$ cat src/design/ptnep_pkg.sv
package ptnep_pkg;
    localparam int unsigned Tasks = 8;
    localparam int unsigned TaskW = 3;
    localparam logic [31:0] AllOnes = 32'hFFFF_FFFF;

    typedef enum logic [1:0] {
        CMD_WRITE = 2'd0,
        CMD_START = 2'd1,
        CMD_NEXT  = 2'd2,
        CMD_NONE  = 2'd3
    } t_cmd;

    // commands from controller to datapath
    typedef struct packed {
        logic load;      // capture input word
        logic write;     // write table entry
        logic start;     // start deployment
        logic init;      // clear walk accumulators
        logic task_prep; // compute first, clear planned
        logic div_start; // launch divider
        logic slot_calc; // compute slot after division
        logic scan_init; // begin collision scan
        logic scan_step; // check one earlier task
        logic decide;    // accept or reject candidate
        logic commit;    // write last_run/run_count for pick
        logic next_task; // advance walk index
    } t_cmd_s;

    // status from datapath to controller
    typedef struct packed {
        logic [1:0] cmd;
        logic       walk_done;  // walk index reached limit
        logic       early;      // now <= first
        logic       div_done;
        logic       scan_done;  // scan index reached task index or hit
    } t_sts_s;
endpackage

$ cat src/design/ptnep_ctrl.sv
module ptnep_ctrl import ptnep_pkg::*; (
    input  logic   i_clk,
    input  logic   i_rst_n,
    input  logic   i_in_valid,
    output logic   o_in_ready,
    input  t_sts_s i_sts,
    output t_cmd_s o_ctl,
    output logic   o_res_load,
    input  logic   i_res_free
);
    typedef enum logic [3:0] {
        S_IDLE, S_DECODE, S_PREP, S_DIV, S_WAIT, S_SLOT, S_SCANI, S_SCAN,
        S_DECIDE, S_COMMIT
    } t_state;

    t_state r_state, n_state;

    // sequencer
    always_comb begin
        n_state    = r_state;
        o_ctl      = '0;
        o_res_load = 1'b0;
        o_in_ready = (r_state == S_IDLE);
        unique case (r_state)
            S_IDLE: begin
                if (i_in_valid) begin
                    o_ctl.load = 1'b1;
                    n_state = S_DECODE;
                end
            end
            S_DECODE: begin
                unique case (i_sts.cmd)
                    CMD_WRITE: begin
                        o_ctl.write = 1'b1;
                        n_state = S_IDLE;
                    end
                    CMD_START: begin
                        o_ctl.start = 1'b1;
                        n_state = S_IDLE;
                    end
                    CMD_NEXT: begin
                        o_ctl.init = 1'b1;
                        n_state = S_PREP;
                    end
                    default: n_state = S_IDLE;
                endcase
            end
            S_PREP: begin
                if (i_sts.walk_done) begin
                    n_state = S_COMMIT;
                end else begin
                    o_ctl.task_prep = 1'b1;
                    n_state = S_DIV;
                end
            end
            S_DIV: begin
                if (i_sts.early) begin
                    n_state = S_SCANI;
                end else begin
                    o_ctl.div_start = 1'b1;
                    n_state = S_WAIT;
                end
            end
            S_WAIT: begin
                if (i_sts.div_done) begin
                    n_state = S_SLOT;
                end
            end
            S_SLOT: begin
                o_ctl.slot_calc = 1'b1;
                n_state = S_SCANI;
            end
            S_SCANI: begin
                o_ctl.scan_init = 1'b1;
                n_state = S_SCAN;
            end
            S_SCAN: begin
                if (i_sts.scan_done) begin
                    n_state = S_DECIDE;
                end else begin
                    o_ctl.scan_step = 1'b1;
                end
            end
            S_DECIDE: begin
                o_ctl.decide    = 1'b1;
                o_ctl.next_task = 1'b1;
                n_state = S_PREP;
            end
            S_COMMIT: begin
                if (i_res_free) begin
                    o_ctl.commit = 1'b1;
                    o_res_load   = 1'b1;
                    n_state = S_IDLE;
                end
            end
            default: n_state = S_IDLE;
        endcase
    end

    always_ff @(posedge i_clk) begin
        if (!i_rst_n) begin
            r_state <= S_IDLE;
        end else begin
            r_state <= n_state;
        end
    end
endmodule

$ cat config.mk
export PLATFORM = sky130hd
export DESIGN_NAME = ptnep_ctrl
export DESIGN_NICKNAME = d
export VERILOG_FILES = /design/src/design/ptnep_pkg.sv /design/src/design/ptnep_ctrl.sv
export SDC_FILE = /design/constraint.sdc
export NUM_CORES = 1
export LEC_CHECK = 0
export BUFFER_PORTS_ARGS = -buffer_cell sky130_fd_sc_hd__buf_2
export CAP_MARGIN = 20
export CORE_AREA = 2 2 39 41
export CTS_CLUSTER_DIAMETER = 120
export DETAILED_ROUTE_END_ITERATION = 10
export DIE_AREA = 0 0 41 43
export PLACE_DENSITY = 0.67
export SKIP_CTS_REPAIR_TIMING = 1
export SYNTH_ARGS = -nofsm -noshare
export SYNTH_HDL_FRONTEND = slang
export SYNTH_SLANG_ARGS = --single-unit
$ cat constraint.sdc
create_clock -name i_clk -period 1.74 [get_ports i_clk]
set_clock_uncertainty 0.2 [all_clocks]
set_input_delay 0.174 -clock i_clk [delete_from_list [all_inputs] [get_ports i_clk]]
set_output_delay 0.174 -clock i_clk [all_outputs]
set_load 0.02 [all_outputs]
After elaboration in Yosys (flattened, before gate mapping)
Cells that the tools add are included.
{"block": "totals", "ff_bits": 4, "inputBits": 10, "output_inout_bits": 14, "word_cells": 44}
{"block": "op_classes", "eq_ne": 15, "mux": 25, "n_reduce_logical": 3}
{"cell": "case mux 4 bit (10 select lines)", "n": 1}
{"cell": "two-way mux 4 bit", "n": 5}
{"cell": "== test 4 x 3 -> 1 bit (second input constant)", "n": 4}
{"cell": "two-way mux 1 bit", "n": 16}
{"cell": "== test 4 x 2 -> 1 bit (second input constant)", "n": 2}
{"cell": "== test 4 bit (second input constant)", "n": 2}
{"cell": "!= test 2 bit (second input constant)", "n": 4}
{"cell": "== test 4 x 1 -> 1 bit (second input constant)", "n": 1}
{"cell": "zero test 4 bit", "n": 1}
{"cell": "two-way mux 2 bit", "n": 2}
{"cell": "AND reduction 4 bit", "n": 1}
{"cell": "two-way mux 3 bit", "n": 1}
{"cell": "== test 2 x 1 -> 1 bit (second input constant)", "n": 1}
{"cell": "== test 2 bit (second input constant)", "n": 1}
{"cell": "zero test 2 bit", "n": 1}

Longest topological paths before layout
Gate-level depths: netlist of the first run.
{"block": "logic_depth", "ltp_word": 3, "depth_mapped": 4, "ltp_nobuf": 3}

Worst setup path before layout of the first run
No wires, ideal clock.
{"block": "synth_timing", "path_kind": "reg2out", "startpoint": "reg r_state[2]", "endpoint": "out o_ctl[2] (netlist bit)", "arrival_ns": 1.347, "required_time_ns": 1.366, "setup_slack_ns": 0.019, "path_stages_with_launch": 4, "path_buffers": 2, "cell_sequence": "dfxtp_1 -> buf_4 -> nor3_1 -> buf_4"}
{"item": "start: declaration", "line": "ptnep_ctrl.sv:16", "rtl": "t_state r_state, n_state;"}
{"item": "start signal: assignment", "line": "ptnep_ctrl.sv:104", "rtl": "r_state <= n_state;"}
{"item": "end: declaration", "line": "ptnep_ctrl.sv:7", "rtl": "output t_cmd_s o_ctl,"}

==> results of run 1 <==
## layout make-up
type / instances / area (um^2)
fill: 144 / 795
multi-input combinational: 37 / 302
timing repair buffer: 27 / 150
sequential: 4 / 87.6
clock buffer: 3 / 22.5
tap: 16 / 20.0
inverter: 2 / 7.51
## metrics by stage
step / std cells / setup WS (ps) / setup TNS (ps) / util, %
2_1_floorplan: 49 / 18.7 / 0 / -
3_3_place_gp: 85 / 196 / 0 / 38.1
3_5_place_dp: 85 / 134 / 0 / 38.1
4_1_cts: 88 / -121 / -384 / 39.7
5_1_grt: 89 / -21.4 / -21.4 / 42.6
6_report: 89 / 52.6 / 0 / 42.6
## path summary, 6_finish.rpt
path | startpoint | end | depth (start not counted)
setup / recovery | r_state[1] | o_ctl[11] | 4
hold / removal | i_res_free | r_state[3] | 3
setup reg to reg | r_state[0] | r_state[3] | 4
hold reg to reg | r_state[3] | r_state[2] | 1
## power by group through the flow
stage                     logic (uW)  registers [uW]  clock network (uW)
after CTS                        102             104                 124
after detailed placement         102             106                   0
after floorplan                 74.3             104                   0
final                            111             103                 120
after global placement           101             106                   0
after global routing             120             104                 137
## Yosys cell counts (all sizes together)
cell,n,area (um^2)
nor4bb,2,20.0
nand2,1,3.75
dfxtp,4,80.1
nor3,6,30.0
nand3b,1,7.51
nand3,2,10.0
inv,2,7.51
nor3b,1,7.51
nand4,1,6.26
or3b,1,8.76
a21oi,3,15.0
a2111oi,1,15.0
and2,2,12.5
nor2b,2,12.5
or3,1,6.26
o21a,1,7.51
mux2,1,11.3
nand2b,4,35.0
nor2,1,3.75
nor4,4,46.3
buf,6,56.3
o41a,1,11.3
o221a,1,11.3
## cells by family after synthesis
group,count (synthesis)
buffers and inverters,8
AND/OR/NAND/NOR,29
multiplexers,1
flip-flops,4
AO/OA/AOI/OAI,7
## metal layers
layer  part of all wire [%]  GRT usage, %  vias up  routed length [um]
met5                      0             0        -                   0
met4                    1.8          6.00        0                  19
met3                    7.6          3.14        2                  78
met2                     42          17.8       20                 435
met1                     48          17.0      197                 500
li1                       -             -      231                   -
## worst min-delay path, delay by kind of cell
kind	cells	cell delay (ps)
buf+inv	1	90
compound gates	1	180
simple gates	1	60
==> results.md, run 1 <==
| Stage | Result | Value |
|---|---|---|
| status | Outcome | finished, final reports clean |
| logic synthesis | Warnings, synthesis | 0 |
| power and ir drop | Leakage | 0.000263 uW |
| clock tree | CTS buffer count | 3 |
| final layout | Net count, final | 85 |
| placed design | Detailed placer's ending HPWL | 772 um |
| logic synthesis | Cell variety after synth | 28 |
| floorplan | Initial Utilization | 30.7% |
| routing | DRT iter0 DRCs | 10 |
| routing | Remaining antenna violation count after routing | 0 |
| timing | Tightest Pin Transition | 302 ps |
| timing | Relative slew slack | 79.7% |
| placed design | Post-placement cell area | 527 um^2 |
| global routing | Maximum number of pins on one net before global-route repair | 15 |
| floorplan | Die outline area | 0.00176 mm^2 |
| final layout | Register with the highest flop count | r_state |
| placed design | Port bufs | 23 |
| clock tree | Sink count of the clock tree | 4 |
| final layout | Leading cell types in the layout, fill and taps excluded | buf_2 (22), nor3_1 (5), buf_4 (4) |
| timing | F_max | 593 MHz |
| placed design | Gp weighted congestion | 0.718 |
| setup path | Max incr delay on CP | 380 ps |
| logic synthesis | Average footprint of a synthesized cell | 8.68 um^2 |
| routing | Via count normalized by instance count | 5.06 |
| flow run | Max-capacitance violation count | 0 |
| setup path | Endpoint arrival time on the critical path | 1310 ps |
| setup path | Data required time of the critical path | 1370 ps |
| logic synthesis | Area of the mapped netlist | 425 um^2 |
| clock tree | Maximum level of the CTS H-tree | 1 |
| timing | Min cycle time layout | 1690 ps |
| setup path | CP most frequent cell | buf_4 |
| logic synthesis | Xor/xnor share of the synthesized area | 0% |
| power and ir drop | Portion of total power attributed to sequential cells | 30.8% |
| setup path | Critical path peak fanout | 11 |
| timing | Hold Worst Slack | 107 ps |
| floorplan | Row count | 14 |
| floorplan | Num ports | 24 |
| clock tree | Clock latency at the later pin of the worst-skew pair | 240 ps |
| setup path | Crit Path Category | register to primary output |
| power and ir drop | Worst supply voltage drop on vdd | 360 uV |
| logic synthesis | Compound-gate portion of the synthesized area | 14.1% |
| global routing | GRT overflow | 0 |
| clock tree | Buffer levels on the longest clock path | 2 |
| final layout | Registers with the highest flip-flop counts | r_state x4 |
| global routing | Global-route wire length before repair | 1520 um |
| timing | Unrepaired setup endpoints after global routing | true |
| logic synthesis | Multiplexer share of the synthesized area | 2.65% |
| power and ir drop | Logic gate share of total power | 33.3% |
| global routing | Antenna violations before repair | 0 |
| logic synthesis | Cell count after synthesis | 49 |
| final layout | Share of cells above drive strength 1 | 52.1% |
| floorplan | Std-Cell Core Area | 0.00138 mm^2 |
| setup path | Critical-path top delay cell | dfxtp_4 |
| setup path | CP delay by family, top | simple AND/OR/NAND/NOR gates |
| power and ir drop | Clk network pwr share | 35.9% |
| global routing | Global router's overall resource usage | 12.6% |
| clock tree | Clock transition at path regs | 40 ps |
| logic synthesis | Adder-cell share of the synthesized area | 0% |
| setup path | Critical path cell sequence | buf_4, nor4_4, and2_1, buf_4 |
| floorplan | Width of the die | 41 um |
| routing | Post-DR wirelength/cell | 11.6 um |
| logic synthesis | Synthesis-stage register bit count | 4 |
| floorplan | Die outline height | 43 um |
| final layout | Count of inserted antenna diode cells | 0 |
| logic synthesis | Post-Synth Simple-Gate Area | 49.4% |
| power and ir drop | Sw Share | 33.5% |
| logic synthesis | Part of the Yosys area used for sequential elements | 18.8% |
| clock tree | CTS tree | built |
| logic synthesis | Largest family of logic cells by synthesized area | simple AND/OR/NAND/NOR gates |
| routing | Total via count in the routed design | 450 |
| timing | Final clock period utilization by the worst path | 97.0% |
| final layout | Number of flip-flops in the largest register | 4 |
| routing | Wirelength, routed | 1030 um |
| power and ir drop | Total power density per cell area | 566 mW/mm^2 |
| final layout | Most common cell after layout, fill and taps aside | buf_2 |
| logic synthesis | Synthesized Nets | 59 |
| final layout | Synth-to-Final Area Change | 38.5% |
| timing | Final count of pins violating max slew | 0 |
| final layout | Area of all placed cells without fillers | 589 um^2 |
| power and ir drop | Net switching power of the design | 112 uW |
| timing | Final setup violating endpoints | 0 |
| setup path | Register-to-register setup slack | 310 ps |
| setup path | Startpoint type of the worst setup path | register |
| timing | Number of hold violations in the final report | 0 |
| setup path | CP Buf/Inv Count | 2 |
| routing | Iteration count of the initial detailed-routing pass | 2 |
| power and ir drop | Internal portion of total power | 222 uW |
| routing | Number of DRC violations after detailed routing | 0 |
| global routing | Number of global-route vias before repair | 369 |
| clock tree | CTS Root Cell | clkbuf_4 |
| power and ir drop | Total design power | 333 uW |
| setup path | Endpoint type of the worst setup path | primary output |
| worst hold path | Type of the most critical hold path | primary input to register |
Note: power is estimated with default switching activity, not from simulation.
==> run 2: changes to the inputs <==
PLACE_DENSITY = default   (was 0.67)
==> run 2 against run 1 <==
Final cell count is 2.2% higher. Sequential cell count unchanged. Clock power is essentially flat. Combinational power up 9%. Maximum frequency rose by 1.8%. Count of clock-buffer cells in the layout unchanged. Non-clock buffer count is 2 higher. Critical path depth unchanged. Critical endpoint unchanged.
==> results.md, run 2 (synthesis results as in run 1) <==
| Stage | Result | Value | Delta |
|---|---|---|---|
| final layout | Count of inserted antenna diode cells | 0 | unchanged |
| timing | Final sum of negative setup slack | 0 ps | unchanged |
| placed design | Port bufs | 23 | unchanged |
| floorplan | Width of the die | 41 um | unchanged |
| global routing | Global router's overall resource usage | 14.2% | +1.6 points |
| global routing | Maximum number of pins on one net before global-route repair | 11 | -4 |
| placed design | Gp weighted congestion | 0.792 | +10% |
| routing | Remaining antenna violation count after routing | 0 | unchanged |
| final layout | Net count, final | 87 | +2.4% |
| floorplan | Std-Cell Core Area | 0.00138 mm^2 | unchanged |
| final layout | Registers with the highest flip-flop counts | r_state x4 |  |
| routing | Via count normalized by instance count | 4.91 | -2.8% |
| global routing | GRT overflow | 0 | unchanged |
| timing | F_max | 603 MHz | +1.8% |
| power and ir drop | Total power density per cell area | 571 mW/mm^2 | +0.90% |
| final layout | Filler cell count | 139 | -3.5% |
| floorplan | Num ports | 24 | unchanged |
| flow run | Max-capacitance violation count | 0 | unchanged |
| clock tree | Maximum level of the CTS H-tree | 1 | unchanged |
| routing | Total via count in the routed design | 447 | -0.67% |
| floorplan | Die outline height | 43 um | unchanged |
| setup path | Startpoint type of the worst setup path | register |  |
| timing | Min cycle time layout | 1660 ps | -29.3 ps |
| setup path | Endpoint type of the worst setup path | primary output |  |
| timing | Final setup violating endpoints | 0 | unchanged |
| final layout | Synth-to-Final Area Change | 45.6% |  |
| worst hold path | Type of the most critical hold path | primary input to register |  |
| clock tree | CTS buffer count | 3 | unchanged |
| setup path | Critical path peak fanout | 8 | -3 |
| placed design | Cells after DPL | 86 | +1.2% |
| timing | Number of hold violations in the final report | 0 | unchanged |
| floorplan | Row count | 14 | unchanged |
| setup path | Endpoint arrival time on the critical path | 1280 ps | -30 ps |
| final layout | Most common cell after layout, fill and taps aside | buf_2 |  |
| final layout | Share of cells above drive strength 1 | 56.0% | +3.9 points |
| power and ir drop | Leakage | 0.000277 uW | +5.3% |
| routing | Post-DR wirelength/cell | 11.5 um | -1.1% |
| routing | Iteration count of the initial detailed-routing pass | 4 | +2 |
| global routing | Antenna violations before repair | 0 | unchanged |
| floorplan | Initial Utilization | 30.7% | unchanged |
| final layout | Register with the highest flop count | r_state |  |
| setup path | Data required time of the critical path | 1370 ps | about the same |
| clock tree | CTS tree | built |  |
| power and ir drop | Worst supply voltage drop on vdd | 236 uV | -35% |
| clock tree | Sink count of the clock tree | 4 | unchanged |
| status | Outcome | finished, final reports clean |  |
| final layout | Non-filler cells, final | 91 | +2.2% |
| timing | Tightest Pin Transition | 348 ps | +45.9 ps |
| routing | DRT iter0 DRCs | 6 | -4 |
| final layout | Number of flip-flops in the largest register | 4 | unchanged |
| timing | Final count of pins violating max slew | 0 | unchanged |
| floorplan | Die outline area | 0.00176 mm^2 | unchanged |
| placed design | Detailed placer's ending HPWL | 777 um | +0.67% |
| setup path | Crit Path Category | register to primary output |  |
| routing | Wirelength, routed | 1050 um | +1.2% |
| timing | Final clock period utilization by the worst path | 95.3% | -1.7 points |
| final layout | Leading cell types in the layout, fill and taps excluded | buf_2 (22), nor3_1 (5), buf_4 (4) |  |
| clock tree | Buffer levels on the longest clock path | 2 | unchanged |
| clock tree | Clock latency at the later pin of the worst-skew pair | 250 ps | about the same |
| timing | Unrepaired setup endpoints after global routing | false |  |
| global routing | Number of global-route vias before repair | 383 | +3.8% |
| clock tree | Clock transition at path regs | 40 ps | about the same |
| global routing | Global-route wire length before repair | 1680 um | +10% |
| routing | Number of DRC violations after detailed routing | 0 | unchanged |
| clock tree | CTS Root Cell | clkbuf_4 |  |
| timing | Relative slew slack | 76.6% | -3.1 points |
run 2: changes by cell type in the layout (fill, tap and decap cells not counted), sizes merged:
cell	change
buf	+2
run 2: path summary, 6_finish.rpt:
kind,startpoint,end,slack [ps],depth (start not counted)
setup / recovery,r_state[0],o_ctl[11],80,4
hold / removal,i_res_free,r_state[3],100,3
hold reg to reg,r_state[3],r_state[2],410,1
setup reg to reg,r_state[1],r_state[0],270,3
run 2: routing by layer:
layer / track usage [%] / wire length, um / up-vias
met5: 0 / 0 / -
li1: - / - / 234
met1: 18.7 / 469 / 189
met2: 19.4 / 477 / 20
met4: 10.0 / 29 / 0
met3: 3.14 / 69 / 4
run 2: through the flow:
| step | utilization (%) | worst slack, ps | instance area, um^2 | hold WS (ps) | total power [uW] |
|---|---|---|---|---|---|
| after floorplan | - | 18.7 | 425 | 91.5 | 178 |
| after global routing | 44.8 | 13.6 | 619 | 122 | 372 |
| after CTS | 40.2 | -113 | 557 | -14.9 | 337 |
| after detailed placement | 38.6 | 164 | 534 | 239 | 212 |
| final | 44.8 | 81.9 | 619 | 105 | 354 |
| after global placement | 38.6 | 156 | 534 | 244 | 211 |
run 2: cell type report:
type | count | area (um^2) | area share [%]
Clock buffer | 3 | 22.5 | 3.64
Multi-Input combinational cell | 37 | 307 | 49.5
Tap cell | 16 | 20.0 | 3.23
Sequential cell | 4 | 90.1 | 14.5
Inverter | 2 | 7.51 | 1.21
Timing Repair Buffer | 29 | 173 | 27.9
run 2: where the power goes:
group	leakage [uW]	internal (uW)	switching, uW
sequential	0.0000349	97.2	13.7
combinational	0.000229	61.5	59.4
clock	0.0000138	77.6	44.2
total	0.000277	236	117
run 2: critical path: stages, from the launching register on:
cell,delay [ps]
dfxtp_4,370
buf_6,130
nor4_4,250
and2_1,170
buf_6,120
==> run 3: changes to the inputs <==
RECOVER_POWER = 100   (was default)
==> run 3 against run 2 <==
Utilization down 0.45 points. Clock power about the same. Global-route usage is the same. Total power is 0.63% lower. Via count grew 0.45%. Routed wire length is 0.77% higher. Maximum frequency down 0.49%. Combinational power is essentially flat. Non-clock buffer count unchanged. Worst hold slack hardly changed. Register-to-register slack is essentially flat. Critical endpoint unchanged. Highest routed layer unchanged.
==> results.md, run 3 (synthesis results as in run 1) <==
| Stage | Result | Value | Delta |
|---|---|---|---|
| final layout | Registers with the highest flip-flop counts | r_state x4 |  |
| clock tree | Clock latency at the later pin of the worst-skew pair | 240 ps | about the same |
| final layout | Filler cell count | 141 | +1.4% |
| clock tree | Maximum level of the CTS H-tree | 1 | unchanged |
| routing | Iteration count of the initial detailed-routing pass | 4 | unchanged |
| placed design | Gp weighted congestion | 0.792 | unchanged |
| routing | Via count normalized by instance count | 4.93 | +0.45% |
| floorplan | Die outline area | 0.00176 mm^2 | unchanged |
| power and ir drop | Portion of total power attributed to sequential cells | 31.6% | +0.2 points |
| routing | Number of DRC violations after detailed routing | 0 | unchanged |
| global routing | Antenna violations before repair | 0 | unchanged |
| final layout | Synth-to-Final Area Change | 44.1% |  |
| routing | DRT iter0 DRCs | 6 | unchanged |
| setup path | CP most frequent cell | buf_6 |  |
| placed design | Post-placement cell area | 534 um^2 | unchanged |
| timing | Tightest Pin Transition | 412 ps | +64.4 ps |
| status | Outcome | finished, final reports clean |  |
| timing | Min cycle time layout | 1670 ps | +8.17 ps |
| setup path | Startpoint type of the worst setup path | register |  |
| final layout | Net count, final | 87 | unchanged |
| global routing | GR peak layer | met2 |  |
| timing | F_max | 600 MHz | -0.49% |
| timing | Final setup violating endpoints | 0 | unchanged |
| placed design | Port bufs | 23 | unchanged |
| routing | Wirelength, routed | 1050 um | +0.77% |
| setup path | Critical path peak fanout | 8 | unchanged |
| clock tree | Sink count of the clock tree | 4 | unchanged |
| setup path | Critical path cell sequence | buf_6, nor4_4, and2_1, buf_6 |  |
| floorplan | Die outline height | 43 um | unchanged |
| global routing | Met1 track demand over resource | 18.7% | unchanged |
| global routing | Global-route wire length before repair | 1680 um | unchanged |
| clock tree | Clock transition at path regs | 40 ps | about the same |
| flow run | Max-capacitance violation count | 0 | unchanged |
| final layout | Register with the highest flop count | r_state |  |
| placed design | Cells after DPL | 86 | unchanged |
| clock tree | CTS buffer count | 3 | unchanged |
| timing | Final clock period utilization by the worst path | 95.8% | +0.47 points |
| final layout | Count of inserted antenna diode cells | 0 | unchanged |
| setup path | Critical-path top delay cell | dfxtp_4 |  |
| floorplan | Row count | 14 | unchanged |
| setup path | Endpoint type of the worst setup path | primary output |  |
| global routing | Number of global-route vias before repair | 383 | unchanged |
| power and ir drop | Leakage | 0.000268 uW | -3.4% |
| power and ir drop | Sw Share | 33.0% | -0.17 points |
| setup path | Crit Path Category | register to primary output |  |
| worst hold path | Type of the most critical hold path | primary input to register |  |
| floorplan | Initial Utilization | 30.7% | unchanged |
| power and ir drop | Clk network pwr share | 34.6% | +0.2 points |
| power and ir drop | Total power density per cell area | 573 mW/mm^2 | +0.38% |
| floorplan | Width of the die | 41 um | unchanged |
| routing | Total via count in the routed design | 449 | +0.45% |
| global routing | Met2 track demand over resource in global routing | 19.4% | unchanged |
| setup path | Max incr delay on CP | 370 ps | about the same |
| floorplan | Num ports | 24 | unchanged |
| power and ir drop | Worst supply voltage drop on vdd | 235 uV | about the same |
| global routing | GRT overflow | 0 | unchanged |
| timing | Final sum of negative setup slack | 0 ps | unchanged |
| final layout | Share of cells above drive strength 1 | 54.7% | -1.3 points |
| timing | Final count of pins violating max slew | 0 | unchanged |
| setup path | Endpoint arrival time on the critical path | 1290 ps | about the same |
| clock tree | Buffer levels on the longest clock path | 2 | unchanged |
| routing | Post-DR wirelength/cell | 11.6 um | +0.77% |
| final layout | Leading cell types in the layout, fill and taps excluded | buf_2 (11), clkbuf_2 (11), nor3_1 (5) |  |
| power and ir drop | Net switching power of the design | 116 uW | -1.1% |
| timing | Number of hold violations in the final report | 0 | unchanged |
| final layout | Number of flip-flops in the largest register | 4 | unchanged |
| power and ir drop | Internal portion of total power | 235 uW | -0.38% |
| setup path | Data required time of the critical path | 1370 ps | about the same |
| setup path | Register-to-register setup slack | 270 ps | about the same |
| global routing | Global router's overall resource usage | 14.2% | unchanged |
| clock tree | CTS tree | built |  |
| final layout | Area of all placed cells without fillers | 613 um^2 | -1.0% |
| floorplan | Std-Cell Core Area | 0.00138 mm^2 | unchanged |
| global routing | Maximum number of pins on one net before global-route repair | 11 | unchanged |
| routing | Remaining antenna violation count after routing | 0 | unchanged |
| final layout | Non-filler cells, final | 91 | unchanged |
| power and ir drop | Logic gate share of total power | 33.8% | -0.4 points |
| clock tree | CTS Root Cell | clkbuf_4 |  |
| global routing | Met3 GRT Util | 3.14% | unchanged |
| timing | Relative slew slack | 71.8% | -4.8 points |
| placed design | Detailed placer's ending HPWL | 777 um | unchanged |
[run 3: final cells by class]
class / instances / area, um^2 / share of cell area [%]
well taps: 16 / 20.0 / 3.27
flip-flops and latches: 4 / 90.1 / 14.7
inverters: 2 / 7.51 / 1.22
repair buffers: 29 / 173 / 28.2
multi-input cells: 37 / 300 / 49.0
clock buffers: 3 / 22.5 / 3.67
[run 3: critical path: cells and delay by family (launching register included)]
kind          cells  cell delay, ps
buf+inv           2             250
flops             1             370
simple gates      2             430
[run 3: path summary, 6_finish.rpt]
kind,startpoint,to,cells past startpoint
min,i_res_free,r_state[3],3
min reg2reg,r_state[3],r_state[2],1
max reg2reg,r_state[1],r_state[0],3
max,r_state[0],o_ctl[11],4
[run 3: per-layer routing]
layer | up-vias | wire [um]
met1 | 190 | 481
met3 | 4 | 71
met4 | 0 | 29
met2 | 20 | 470
met5 | - | 0
li1 | 235 | -
[run 3: stage by stage]
stage	hold slack [ps]	worst slack, ps	utilization [%]	power (uW)
after floorplan	91.5	18.7	-	178
after global placement	244	156	38.6	211
after detailed placement	239	164	38.6	212
after CTS	-14.9	-113	40.2	337
after global routing	122	-1.98	44.3	370
final	105	73.7	44.3	351
[run 3: power by group through the flow]
stage / registers [uW] / clock network [uW] / logic, uW
after floorplan: 104 / 0 / 74.3
after global placement: 111 / 0 / 100
after detailed placement: 110 / 0 / 101
after CTS: 109 / 126 / 102
after global routing: 112 / 127 / 130
final: 111 / 122 / 119
